`src/hdl/dppc_pkg.sv`:
```
// Package: types, constants and frame table for the display page command parser
package dppc_pkg;

    localparam int BufferDepth = 64;
    localparam int CountW      = 7;

    localparam int QueueDepth  = 2;
    localparam int QPtrW       = $clog2(QueueDepth);
    localparam int QCntW       = $clog2(QueueDepth + 1);

    localparam int FrameLen    = 10;
    localparam int IdxW        = $clog2(FrameLen);
    localparam logic [IdxW-1:0] LastIdx = IdxW'(FrameLen - 1);

    localparam logic [7:0] HeadFirst  = 8'h5A;
    localparam logic [7:0] HeadSecond = 8'hA5;
    localparam logic [7:0] KeyHigh    = 8'h10;
    localparam logic [7:0] KeyPage1   = 8'h02;
    localparam logic [7:0] KeyPage0   = 8'h03;
    localparam logic [7:0] TermPrior  = 8'h01;
    localparam logic [7:0] TermByte   = 8'h00;
    localparam logic [7:0] AsciiO     = 8'd79;
    localparam logic [7:0] AsciiK     = 8'd75;

    typedef struct packed {
        logic valid;
        logic page;
    } t_cmd;

    function automatic logic [7:0] frame_byte(input logic [IdxW-1:0] idx, input logic page);
        logic [7:0] b;
        unique case (idx)
            4'd0:    b = 8'h5A;
            4'd1:    b = 8'hA5;
            4'd2:    b = 8'h07;
            4'd3:    b = 8'h82;
            4'd4:    b = 8'h00;
            4'd5:    b = 8'h84;
            4'd6:    b = 8'h5A;
            4'd7:    b = 8'h01;
            4'd8:    b = 8'h00;
            4'd9:    b = {7'd0, page};
            default: b = 8'h00;
        endcase
        return b;
    endfunction

endpackage

```
`src/hdl/dppc_queue.sv`:
```
// Short command queue between the parser front end and the frame sender
module dppc_queue (
    input  logic            i_clk,
    input  logic            i_rst_n,
    input  dppc_pkg::t_cmd  i_push,
    output logic            o_full,
    output dppc_pkg::t_cmd  o_head,
    input  logic            i_pop
);
    logic                          r_mem [dppc_pkg::QueueDepth];
    logic [dppc_pkg::QPtrW-1:0]    r_wr_ptr, r_rd_ptr;
    logic [dppc_pkg::QCntW-1:0]    r_cnt;
    logic                          do_push, do_pop;

    assign o_full       = (r_cnt == dppc_pkg::QCntW'(dppc_pkg::QueueDepth));
    assign o_head.valid = (r_cnt != '0);
    assign o_head.page  = r_mem[r_rd_ptr];
    assign do_push      = i_push.valid && !o_full;
    assign do_pop       = i_pop && o_head.valid;

    always_ff @(posedge i_clk) begin
        if (do_push) begin
            r_mem[r_wr_ptr] <= i_push.page;
        end
    end

    always_ff @(posedge i_clk) begin
        if (!i_rst_n) begin
            r_wr_ptr <= '0;
            r_rd_ptr <= '0;
            r_cnt    <= '0;
        end else begin
            if (do_push) r_wr_ptr <= r_wr_ptr + 1'b1;
            if (do_pop)  r_rd_ptr <= r_rd_ptr + 1'b1;
            if (do_push && !do_pop)      r_cnt <= r_cnt + 1'b1;
            else if (do_pop && !do_push) r_cnt <= r_cnt - 1'b1;
        end
    end
endmodule

```
`src/hdl/dppc_front.sv`:
```
// Front end: takes received bytes, tracks the message and classifies page commands
module dppc_front (
    input  logic            i_clk,
    input  logic            i_rst_n,
    input  logic            i_take,
    input  logic [7:0]      i_rx_byte,
    output dppc_pkg::t_cmd  o_push
);
    logic [dppc_pkg::CountW-1:0] r_count, n_count;
    logic [7:0] r_prior, n_prior;
    logic [7:0] r_h0, n_h0, r_h1, n_h1, r_k4, n_k4, r_k5, n_k5;
    logic       has_prior, term, ok_pair, head, key, clr;

    always_comb begin
        has_prior = (r_count != '0);
        n_h0 = (r_count == dppc_pkg::CountW'(0)) ? i_rx_byte : r_h0;
        n_h1 = (r_count == dppc_pkg::CountW'(1)) ? i_rx_byte : r_h1;
        n_k4 = (r_count == dppc_pkg::CountW'(4)) ? i_rx_byte : r_k4;
        n_k5 = (r_count == dppc_pkg::CountW'(5)) ? i_rx_byte : r_k5;
        term    = has_prior && (r_prior == dppc_pkg::TermPrior)
                  && (i_rx_byte == dppc_pkg::TermByte);
        ok_pair = has_prior && (r_prior == dppc_pkg::AsciiO)
                  && (i_rx_byte == dppc_pkg::AsciiK);
        head = (n_h0 == dppc_pkg::HeadFirst) && (n_h1 == dppc_pkg::HeadSecond)
               && (n_k4 == dppc_pkg::KeyHigh);
        key  = (n_k5 == dppc_pkg::KeyPage1) || (n_k5 == dppc_pkg::KeyPage0);
        o_push.valid = i_take && term && head && key;
        o_push.page  = (n_k5 == dppc_pkg::KeyPage1);
        // full buffer without terminator drops the message
        clr = term || ok_pair
              || (r_count >= dppc_pkg::CountW'(dppc_pkg::BufferDepth - 1));
        n_count = r_count + 1'b1;
        n_prior = i_rx_byte;
        if (clr) begin
            n_count = '0;
            n_prior = '0;
            n_h0    = '0;
            n_h1    = '0;
            n_k4    = '0;
            n_k5    = '0;
        end
    end

    always_ff @(posedge i_clk) begin
        if (!i_rst_n) begin
            r_count <= '0;
            r_prior <= '0;
            r_h0    <= '0;
            r_h1    <= '0;
            r_k4    <= '0;
            r_k5    <= '0;
        end else if (i_take) begin
            r_count <= n_count;
            r_prior <= n_prior;
            r_h0    <= n_h0;
            r_h1    <= n_h1;
            r_k4    <= n_k4;
            r_k5    <= n_k5;
        end
    end
endmodule

```
`src/hdl/dppc_back.sv`:
```
// Back end: sends the ten-byte page-switch frame for each queued command
module dppc_back (
    input  logic            i_clk,
    input  logic            i_rst_n,
    input  dppc_pkg::t_cmd  i_head,
    output logic            o_pop,
    output logic            o_valid,
    input  logic            i_ready,
    output logic [7:0]      o_tx_byte,
    output logic            o_frame_end
);
    logic                       r_busy;
    logic [dppc_pkg::IdxW-1:0]  r_idx;
    logic                       r_page;
    logic                       last, done;

    assign last        = (r_idx == dppc_pkg::LastIdx);
    assign done        = r_busy && i_ready && last;
    assign o_pop       = i_head.valid && (!r_busy || done);
    assign o_valid     = r_busy;
    assign o_tx_byte   = dppc_pkg::frame_byte(r_idx, r_page);
    assign o_frame_end = last;

    always_ff @(posedge i_clk) begin
        if (!i_rst_n) begin
            r_busy <= 1'b0;
            r_idx  <= '0;
            r_page <= 1'b0;
        end else if (o_pop) begin
            r_busy <= 1'b1;
            r_idx  <= '0;
            r_page <= i_head.page;
        end else if (done) begin
            r_busy <= 1'b0;
            r_idx  <= '0;
        end else if (r_busy && i_ready) begin
            r_idx  <= r_idx + 1'b1;
        end
    end
endmodule

```
`src/hdl/display_page_command_parser.sv`:
```
// Top level of the display page command parser
//
//  channel   valid     ready     payload
//  rx in     i_valid   o_ready   i_rx_byte
//  tx out    o_valid   i_ready   o_tx_byte, o_frame_end
//
// A received byte is taken while o_ready is high; o_ready drops only
// while the two-entry command queue is full. Each matched command gives
// ten frame bytes, one per cycle while i_ready is high. The sender pops
// the next command as a frame's last byte is taken. Reset is synchronous
// and clears message state, queue and sender; no clearing pass is needed.
module display_page_command_parser (
    input  logic       i_clk,
    input  logic       i_rst_n,
    input  logic       i_valid,
    output logic       o_ready,
    input  logic [7:0] i_rx_byte,
    output logic       o_valid,
    input  logic       i_ready,
    output logic [7:0] o_tx_byte,
    output logic       o_frame_end
);
    dppc_pkg::t_cmd push, head;
    logic           full, pop, take;

    assign o_ready = !full;
    assign take    = i_valid && o_ready;

    dppc_front u_front (
        .i_clk     (i_clk),
        .i_rst_n   (i_rst_n),
        .i_take    (take),
        .i_rx_byte (i_rx_byte),
        .o_push    (push)
    );

    dppc_queue u_queue (
        .i_clk   (i_clk),
        .i_rst_n (i_rst_n),
        .i_push  (push),
        .o_full  (full),
        .o_head  (head),
        .i_pop   (pop)
    );

    dppc_back u_back (
        .i_clk       (i_clk),
        .i_rst_n     (i_rst_n),
        .i_head      (head),
        .o_pop       (pop),
        .o_valid     (o_valid),
        .i_ready     (i_ready),
        .o_tx_byte   (o_tx_byte),
        .o_frame_end (o_frame_end)
    );
endmodule

```
`config.mk`:
```
export PLATFORM = sky130hd
export DESIGN_NAME = display_page_command_parser
export DESIGN_NICKNAME = d
export VERILOG_FILES = /design/src/hdl/dppc_pkg.sv /design/src/hdl/dppc_queue.sv /design/src/hdl/dppc_front.sv /design/src/hdl/dppc_back.sv /design/src/hdl/display_page_command_parser.sv
export SDC_FILE = /design/constraint.sdc
export NUM_CORES = 1
export LEC_CHECK = 0
export BUFFER_PORTS_ARGS = -buffer_cell sky130_fd_sc_hd__buf_2
export CORE_ASPECT_RATIO = 1.75
export CORE_MARGIN = 2
export CORE_UTILIZATION = 60
export CTS_CLUSTER_SIZE = 10
export DETAILED_ROUTE_END_ITERATION = 8
export PLACE_DENSITY = 0.76
export SYNTH_ARGS = -nofsm -noshare
export SYNTH_HDL_FRONTEND = slang
export SYNTH_SLANG_ARGS = --single-unit
```
`constraint.sdc`:
```
create_clock -name i_clk -period 6.9 [get_ports i_clk]
set_input_delay 0.69 -clock i_clk [delete_from_list [all_inputs] [get_ports i_clk]]
set_output_delay 0.69 -clock i_clk [all_outputs]
set_load 0.05 [all_outputs]
```
Word level (Yosys, flattened, before mapping) --
Memory sizes are Yosys's and may differ from the RTL's. A register that Yosys moved wholly into a read port is not among the register bits. Cells that the tools add are included.
Cells by class: $add $sub $neg 6, magnitude comparators 1, equal/unequal tests 19, mux-type cells 17, bitwise logic cells 1, reduce and logical (&&, ||, !) cells 35
Operators with widths (count):
- 2-to-1 mux 8 bit | 9
- case mux 8 bit (7 select lines) | 1
- equality test 8 x 7 -> 1 bit, second input constant | 3
- logical AND 1 bit | 17
- equality test 8 x 2 -> 1 bit, second input constant | 2
- equality test 7 x 3 -> 1 bit, second input constant | 2
- equality test 4 x 3 -> 1 bit, second input constant | 3
- equality test 4 x 2 -> 1 bit, second input constant | 2
- equality test 8 x 1 -> 1 bit, second input constant | 1
- equality test 8 x 5 -> 1 bit, second input constant | 1
- equality test 8 bit, second input constant | 1
- zero test 8 bit | 1
- adder 7 x 1 -> 7 bit, second input constant | 1
- equality test 7 x 1 -> 1 bit, second input constant | 1
- >= comparator 7 x 6 -> 1 bit, second input constant | 1
- zero test 7 bit | 1
- 2-to-1 mux 7 bit | 1
- nonzero test 7 bit | 1
- nonzero test 2 bit | 3
- zero test 1 bit | 5
- adder 4 x 1 -> 4 bit, second input constant | 1
- equality test 4 x 1 -> 1 bit, second input constant | 1
- equality test 4 bit, second input constant | 1
- zero test 4 bit | 1
- other kinds (10) | 18
Storage, ports and cells: flip-flop bits (word level) 56, RAM bits 2, bits of input ports 12, word-level logic and storage cells 91, memories kept 1
Memories:
- u_queue.r_mem | depth 2, width 1, rd ports 1, clocked after Yosys merged registers in 1, write ports 1, line dppc_queue.sv:10 | logic r_mem [dppc_pkg::QueueDepth];

Depth between registers and ports, before layout --
Gate-level depths: netlist (run 1).
word-level depth 12, gate-level depth with buffers 11

Modules after synthesis --
From an unflattened synthesis (run 1), not the netlist that was laid out.
Second synthesis, totals: cells, all modules 315, area, all modules 3062.9 µm²
By module, submodules not included:
- dppc_front | instances 1, cells each 227, area each 2287.2 µm²
- dppc_back | instances 1, cells each 58, area each 457.9 µm²
- dppc_queue | instances 1, cells each 28, area each 307.8 µm²
- display_page_command_parser | instances 1, cells each 2, area each 10.0 µm²

Least setup slack after synthesis (run 1) --
Ideal clock, no wire load.
path type register -> register, start register u_front.r_count[0] (netlist bit), end register u_queue.r_cnt[1] (netlist bit), setup time 0.070 ns, arrival 2.699 ns, required time 6.830 ns, path slack 4.131 ns, cell stages (with the launch flop) 11, path buffers 0, clock period less this slack 2.769 ns, path through dfxtp_1 inv_1 ha_1 or4b_4 or4_1 o31ai_1 o2111a_2 and3_4 ha_1 or3_1 a21oi_1
On the way: word-level cells in the longest chain between the ends 11, elaborated cells on any way between the ends 28, classes of those cells eq/ne: 8; mux: 5; reduce/logical: 15
Ends and longest elaborated chain:
- start: declaration | line dppc_front.sv:9 | logic [dppc_pkg::CountW-1:0] r_count, n_count;
- start signal: assignment | line dppc_front.sv:53 | r_count <= n_count;
- equality test 7 x 1 -> 1 bit or zero test 7 bit (tied branches) | line dppc_front.sv:17, dppc_front.sv:16
- 2-to-1 mux 8 bit (on tied branches) | line dppc_front.sv:17, dppc_front.sv:16
- equality test 8 bit or equality test 8 x 7 -> 1 bit (tied branches) | line dppc_front.sv:24 | head = (n_h0 == dppc_pkg::HeadFirst) && (n_h1 == dppc_pkg::HeadSecond)
- logical AND 1 bit | line dppc_front.sv:24
- logical AND 1 bit | line dppc_front.sv:25 | && (n_k4 == dppc_pkg::KeyHigh);
- logical AND 1 bit | line dppc_front.sv:27 | o_push.valid = i_take && term && head && key;
- logical AND 1 bit (*) | line dppc_front.sv:27
- logical AND 1 bit (*) | line dppc_queue.sv:18 | assign do_push = i_push.valid && !o_full;
- named net u_queue.do_push | line dppc_queue.sv:13 | logic do_push, do_pop;
- zero test 1 bit | line dppc_queue.sv:36 | else if (do_pop && !do_push) r_cnt <= r_cnt - 1'b1;
- logical AND 1 bit | line dppc_queue.sv:36
- nonzero test 2 bit (no source line)
- end signal: assignment | line dppc_queue.sv:35 | if (do_push && !do_pop) r_cnt <= r_cnt + 1'b1;
- end signal: assignment | line dppc_queue.sv:36
- end: declaration | line dppc_queue.sv:12 | logic [dppc_pkg::QCntW-1:0] r_cnt;
The timed path passes the listed nets; every way through them passes the cells marked *. A chain may end at the register's enable or synchronous reset.

Worst setup path in the final report (run 1) --
Ends and elaborated chain as after synthesis.

==> out/qor.csv, run 1 <==
metric,value,unit
crit-path cells,ha_1 > nor4b_1 > nand2_1 > a222oi_1 > and4bb_2 > and3_4 > ha_1 > or3_1 > a21oi_1,
Critical path buffers and inverters,0,
Final ANT Viol Nets,0,
outcome,finished clean,
met1 usage,32.5,%
routability cong.,0.935,
DP HPWL,5170,um
CTS tree,yes,
Worst-Skew Late Latency,0.34,ns
reg2reg setup slack,3.73,ns
top-count cell post-synth,nand2_1,
ANT cells,0,
Pleak,1.17,nW
crit start category,register,
"Top FF cell, synth",dfxtp_1,
cell row count,33,
Crit Path Category,register to register,
Adder-Cell Fraction of Synth Area,3.54,%
compound-gate portion of the synthesized area,16.5,%
WP data arrival,3.43,ns
MaxCap Viol Count,0,
largest family of logic cells by synthesized area,simple AND/OR/NAND/NOR gates,
overall routing resource usage,29.0,%
largest net degree at the start of global routing,40,
net count after synthesis,368,
Post-synth EDFFs,2,
die height,94.8,um
M3 GR Usage,5.34,%
final worst-path cycle share,45.9,%
DR WL/cell,16.9,um
Num CTS Buffers,9,
clock root cell,clkbuf_8,
I/O Pins,23,
die width,55.9,um
crit-path max cell delay,0.58,ns
Iteration-0 DRC Markers,199,
Async SR Flop Fraction,0,%
"Req. time, crit path",7.16,ns
setup tns final,0,ns
vias in the first global route,2438,
Initial Util,61.2,%
f_max,315,MHz
biggest area consumer among synthesized cells,dfxtp_1,
Fin Hold WS,0.454,ns
1st-pass router iterations,5,
htree depth,3,
synth unique cells,49,
post-synthesis xor/xnor area fraction,1.86,%
synth top area cells,"dfxtp_1 40%, nand2_1 8.9%, o22ai_1 7.3%, nand3_1 4.6%, a21oi_1 3.9%",
worst slew pin tran,0.782,ns
HP Class,register to register,
synthesized flop and latch total,59,
Critical-path top delay cell,nor4b_1,
max-slew violations,0,
P&R area growth vs syn,8.80,%
Vias/cell,6.20,
"Reg clk slew, reported paths",0.06,ns
gr busiest metal,met2,
syn_area_per_cell,8.13,um^2
Synthesis Warnings,0,
Period minus WS final,3.17,ns
Simple-Gate Fraction of Synth Area,28.9,%
endpoints failing setup,0,
DR DRC count,0,
Hold Buf Count CTS,0,
area of the core,0.00462,mm^2
sequential area share after synthesis,42.5,%
die area,0.00530,mm^2
DRT Wirelength,7060,um
Top delay family on crit path,simple AND/OR/NAND/NOR gates,
initial antenna violation count,0,
clk_skew,0.00498,ns
PortBufs,22,
first-pass GRT wire length,11700,um
Mapped Cells,348,
clock buffer depth,2,
Util after Layout,66.6,%
# Post-CTS Setup Buffers,0,
Slew headroom,47.7,%
mux share of post-synthesis cell area,1.42,%
Critical Path Fanout Max,6,
unrepaired setup endpoints after global routing,false,
vias,2596,
post-CTS sizing,0,
share of post-route cells with drive strength above 1,13.1,%
PD cells,308,mW/mm^2
Final Hold Viols,0,
Mapped Area,0.00283,mm^2
most instantiated cells after synthesis,"67 x nand2_1, 57 x dfxtp_1, 33 x o22ai_1",
Layout Nets,382,
GR Layer Usage met2,50.1,%
global route overflow,0,
Yosys top cell area share,40.3,%
Clock Sinks,59,
CP endpoint kind,register,
Worst VDD drop,0.267,mV
Worst path most repeated cell,ha_1,
## tightest hold or removal path, delay by kind of cell, from the launching register on
kind / cells / cell delay [ns]
DFF: 1 / 0.31
and+or+nand+nor: 1 / 0.05
AOI/OAI and AO/OA: 1 / 0.05
## report_power, final
group | leakage, nW | internal [mW] | switching (mW) | total, mW
registers | 0.487 | 0.375 | 0.0270 | 0.402
clock network | 0.0915 | 0.161 | 0.131 | 0.293
logic | 0.593 | 0.0772 | 0.177 | 0.254
total | 1.17 | 0.614 | 0.335 | 0.949
## cells by family after synthesis
kind of cell,Yosys count
AND/OR/NAND/NOR,167
AO/OA/AOI/OAI,75
flip-flops,59
buffers and inverters,29
adder cells (fa/ha/maj),8
XOR/XNOR,6
multiplexers,4
## placed cells by master, fill, tap and decap left out, drive strengths merged, types with 3 or more instances in the layout
cell	n
nand2b	4
o21ai	4
o211ai	3
ha	8
clkbuf	9
xnor2	4
nor4	5
nand4	5
and2	4
inv	9
and3	4
nand3	26
a31oi	3
clkinv	5
mux2i	4
nor2	27
nor3	7
nor4b	3
nand2	67
o22ai	33
buf	23
dfxtp	57
or3	3
a21oi	22
## state kept, by name, summed over array words and instances, names as in the netlist
signal	count
u_front.r_k5	8
u_queue.r_mem	2
u_queue.r_cnt	2
u_front.r_h1	8
u_back.r_page	1
u_front.r_count	7
u_back.r_idx	4
u_front.r_prior	8
u_queue.r_rd_ptr	1
u_queue.r_wr_ptr	1
u_back.o_valid	1
u_front.r_h0	8
u_front.r_k4	8
## metal layers
metal / routed length [um] / vias up
met3: 307 / 25
met4: 282 / 0
met2: 3670 / 79
li1: - / 1278
met1: 2800 / 1214
met5: 0 / -
## final timing paths
check	depth (start not counted)	start	end
worst min register to register	2	u_front.r_prior[0]	u_front.r_prior[0]
worst min-delay path	2	u_front.r_prior[0]	u_front.r_prior[0]
worst max register to register	9	u_front.r_count[0]	u_queue.r_cnt[1]
worst max-delay path	9	u_front.r_count[0]	u_queue.r_cnt[1]
## per-stage QoR
stage	instance area (um^2)	power, mW	std cells	setup slack [ns]
floorplan	2830	0.607	348	4.13
global placement	2900	0.659	403	3.85
detailed placement	2900	0.663	403	3.75
CTS	3080	0.954	419	3.71
global route	3080	0.999	419	3.44
finish	3080	0.949	419	3.73
## layout make-up
class,count,area [um^2]
clock inverters,7,58.8
fillers,424,1550
flip-flops and latches,59,1200
inverters,9,33.8
well taps,52,65.1
repair buffers,23,118
multi-input cells,260,1480
clock buffers,9,124
No activity file was read; power rests on OpenSTA's default activity.
==> run 2, diff against run 1 <==
- CORE_UTILIZATION: 60 -> 53
- PLACE_DENSITY: 0.76 -> 0.71
- clock period: 6.9 -> 2.8 ns (I/O delays scaled with it)
==> out/qor.csv, run 2 (synthesis results as in run 1) <==
metric,value,unit
DP Area,0.00303,mm^2
Critical Path Fanout Max,3,
vias,2639,
clock root cell,clkbuf_8,
crit-path cells,inv_2 > ha_1 > or4b_4 > or4_4 > o31ai_2 > o2111a_2 > and3_4 > ha_1 > or3_1 > a21oi_2,
Final Hold Viols,0,
Period minus WS final,2.73,ns
Clock Sinks,59,
first-pass GRT wire length,11700,um
Seq pwr share,39.6,%
Finished Layout Cells,440,
Placement Setup Slack,-0.0265,ns
die width,59.2,um
DR DRC count,0,
"commonest non-fill, non-tap cell in the layout",nand2_1,
crit start category,register,
sw frac,33.8,%
post-route cell area,0.00327,mm^2
largest net degree at the start of global routing,28,
final worst-path cycle share,97.7,%
Pleak,1.28,nW
area of the core,0.00521,mm^2
Crit Path Category,register to register,
htree depth,3,
PortBufs,22,
Critical-path top delay cell,or4b_4,
initial antenna violation count,0,
Layout Nets,400,
internal power,1.65,mW
die height,101,um
DR WL/cell,16.7,um
DRT Wirelength,7330,um
1st-pass router iterations,4,
Slew headroom,58.4,%
MaxCap Viol Count,0,
Clock Power Share,32.3,%
cell row count,35,
Vias/cell,6.00,
NetSw,845,uW
Worst path most repeated cell,ha_1,
vias in the first global route,2512,
max-slew violations,0,
DP HPWL,5250,um
placed insts,424,
crit-path max cell delay,0.47,ns
routability cong.,0.894,
P&R area growth vs syn,15.7,%
ANT cells,0,
f_max,366,MHz
Comb power frac,28.1,%
Final ANT Viol Nets,0,
HP Class,primary input to register,
CP endpoint kind,register,
"Req. time, crit path",3.07,ns
clk_skew,0.00797,ns
setup ws final,0.0654,ns
share of post-route cells with drive strength above 1,19.7,%
Worst-Skew Late Latency,0.34,ns
"Reg clk slew, reported paths",0.07,ns
overall routing resource usage,26.7,%
Worst VDD drop,0.379,mV
PD cells,763,mW/mm^2
die area,0.00596,mm^2
Critical path buffers and inverters,1,
Fin Hold WS,0.242,ns
CTS tree,yes,
global route overflow,0,
endpoints failing setup,0,
Initial Util,54.3,%
I/O Pins,23,
Num CTS Buffers,9,
worst slew pin tran,0.624,ns
Top delay family on crit path,simple AND/OR/NAND/NOR gates,
"commonest non-fill, non-tap cells in the layout","67 x nand2_1, 56 x dfxtp_1, 33 x o22ai_1, 26 x nor2_1, 26 x nand3_1",
WP data arrival,3.01,ns
Iteration-0 DRC Markers,197,
clock buffer depth,2,
outcome,finished clean,
-- run 2: final cells by class --
type | count | area, um^2
timing repair buffer | 41 | 253
fill | 489 | 1940
multi-input combinational | 260 | 1510
sequential | 59 | 1200
tap | 55 | 68.8
clock buffer | 15 | 176
inverter | 9 | 33.8
clock inverter | 1 | 30.0
-- run 2: power by group through the flow --
stage          logic, mW  clock network, mW  registers [mW]
6_report           0.703              0.806           0.988
5_1_grt            0.768              0.856            1.00
4_1_cts            0.688              0.819           0.986
3_5_place_dp       0.682                  0            1.00
3_3_place_gp       0.673                  0            1.00
2_1_floorplan      0.478                  0            1.02
-- run 2: what timing repair did --
action                                  CTS  global route
hold buffers                              0             0
endpoints found under the setup margin    1             2
endpoints found under the hold margin     0             0
resized for setup                         2            10
pin swaps                                 3             3
setup buffers                             0             0
cloned                                    0             0
-- run 2: final timing paths --
kind | cells past startpoint | startpoint | to | slack, ns
worst min-delay path | 3 | i_ready | u_back.r_idx[1] | 0.24
worst min register to register | 2 | u_front.r_prior[0] | u_front.r_prior[0] | 0.45
worst max register to register | 10 | u_front.r_count[0] | u_queue.r_cnt[1] | 0.07
worst max-delay path | 10 | u_front.r_count[0] | u_queue.r_cnt[1] | 0.07
-- run 2: worst reg2reg max path: cells and delay by family, from the launching register on --
family / cells / cell delay [ns]
AO/OA/AOI/OAI: 3 / 0.45
adder cells (fa/ha/maj): 2 / 0.38
buffers and inverters: 1 / 0.06
flip-flops: 1 / 0.34
AND/OR/NAND/NOR: 4 / 1.44
-- run 2: per-layer routing --
layer  wire length [um]  vias to the layer above  track usage (%)
met5                  0                        -                0
met4                353                        0             18.5
met3                327                       24             5.13
met2               3790                       79             46.0
met1               2860                     1227             28.0
li1                   -                     1309                -
-- run 2: through the flow --
step | TNS, ns | util (%) | total power [mW]
after floorplan | 0 | - | 1.50
after global placement | 0 | 58.2 | 1.67
after detailed placement | -0.0265 | 58.2 | 1.69
after CTS | 0 | 62.2 | 2.49
after global routing | -0.00106 | 62.8 | 2.63
final | 0 | 62.8 | 2.50
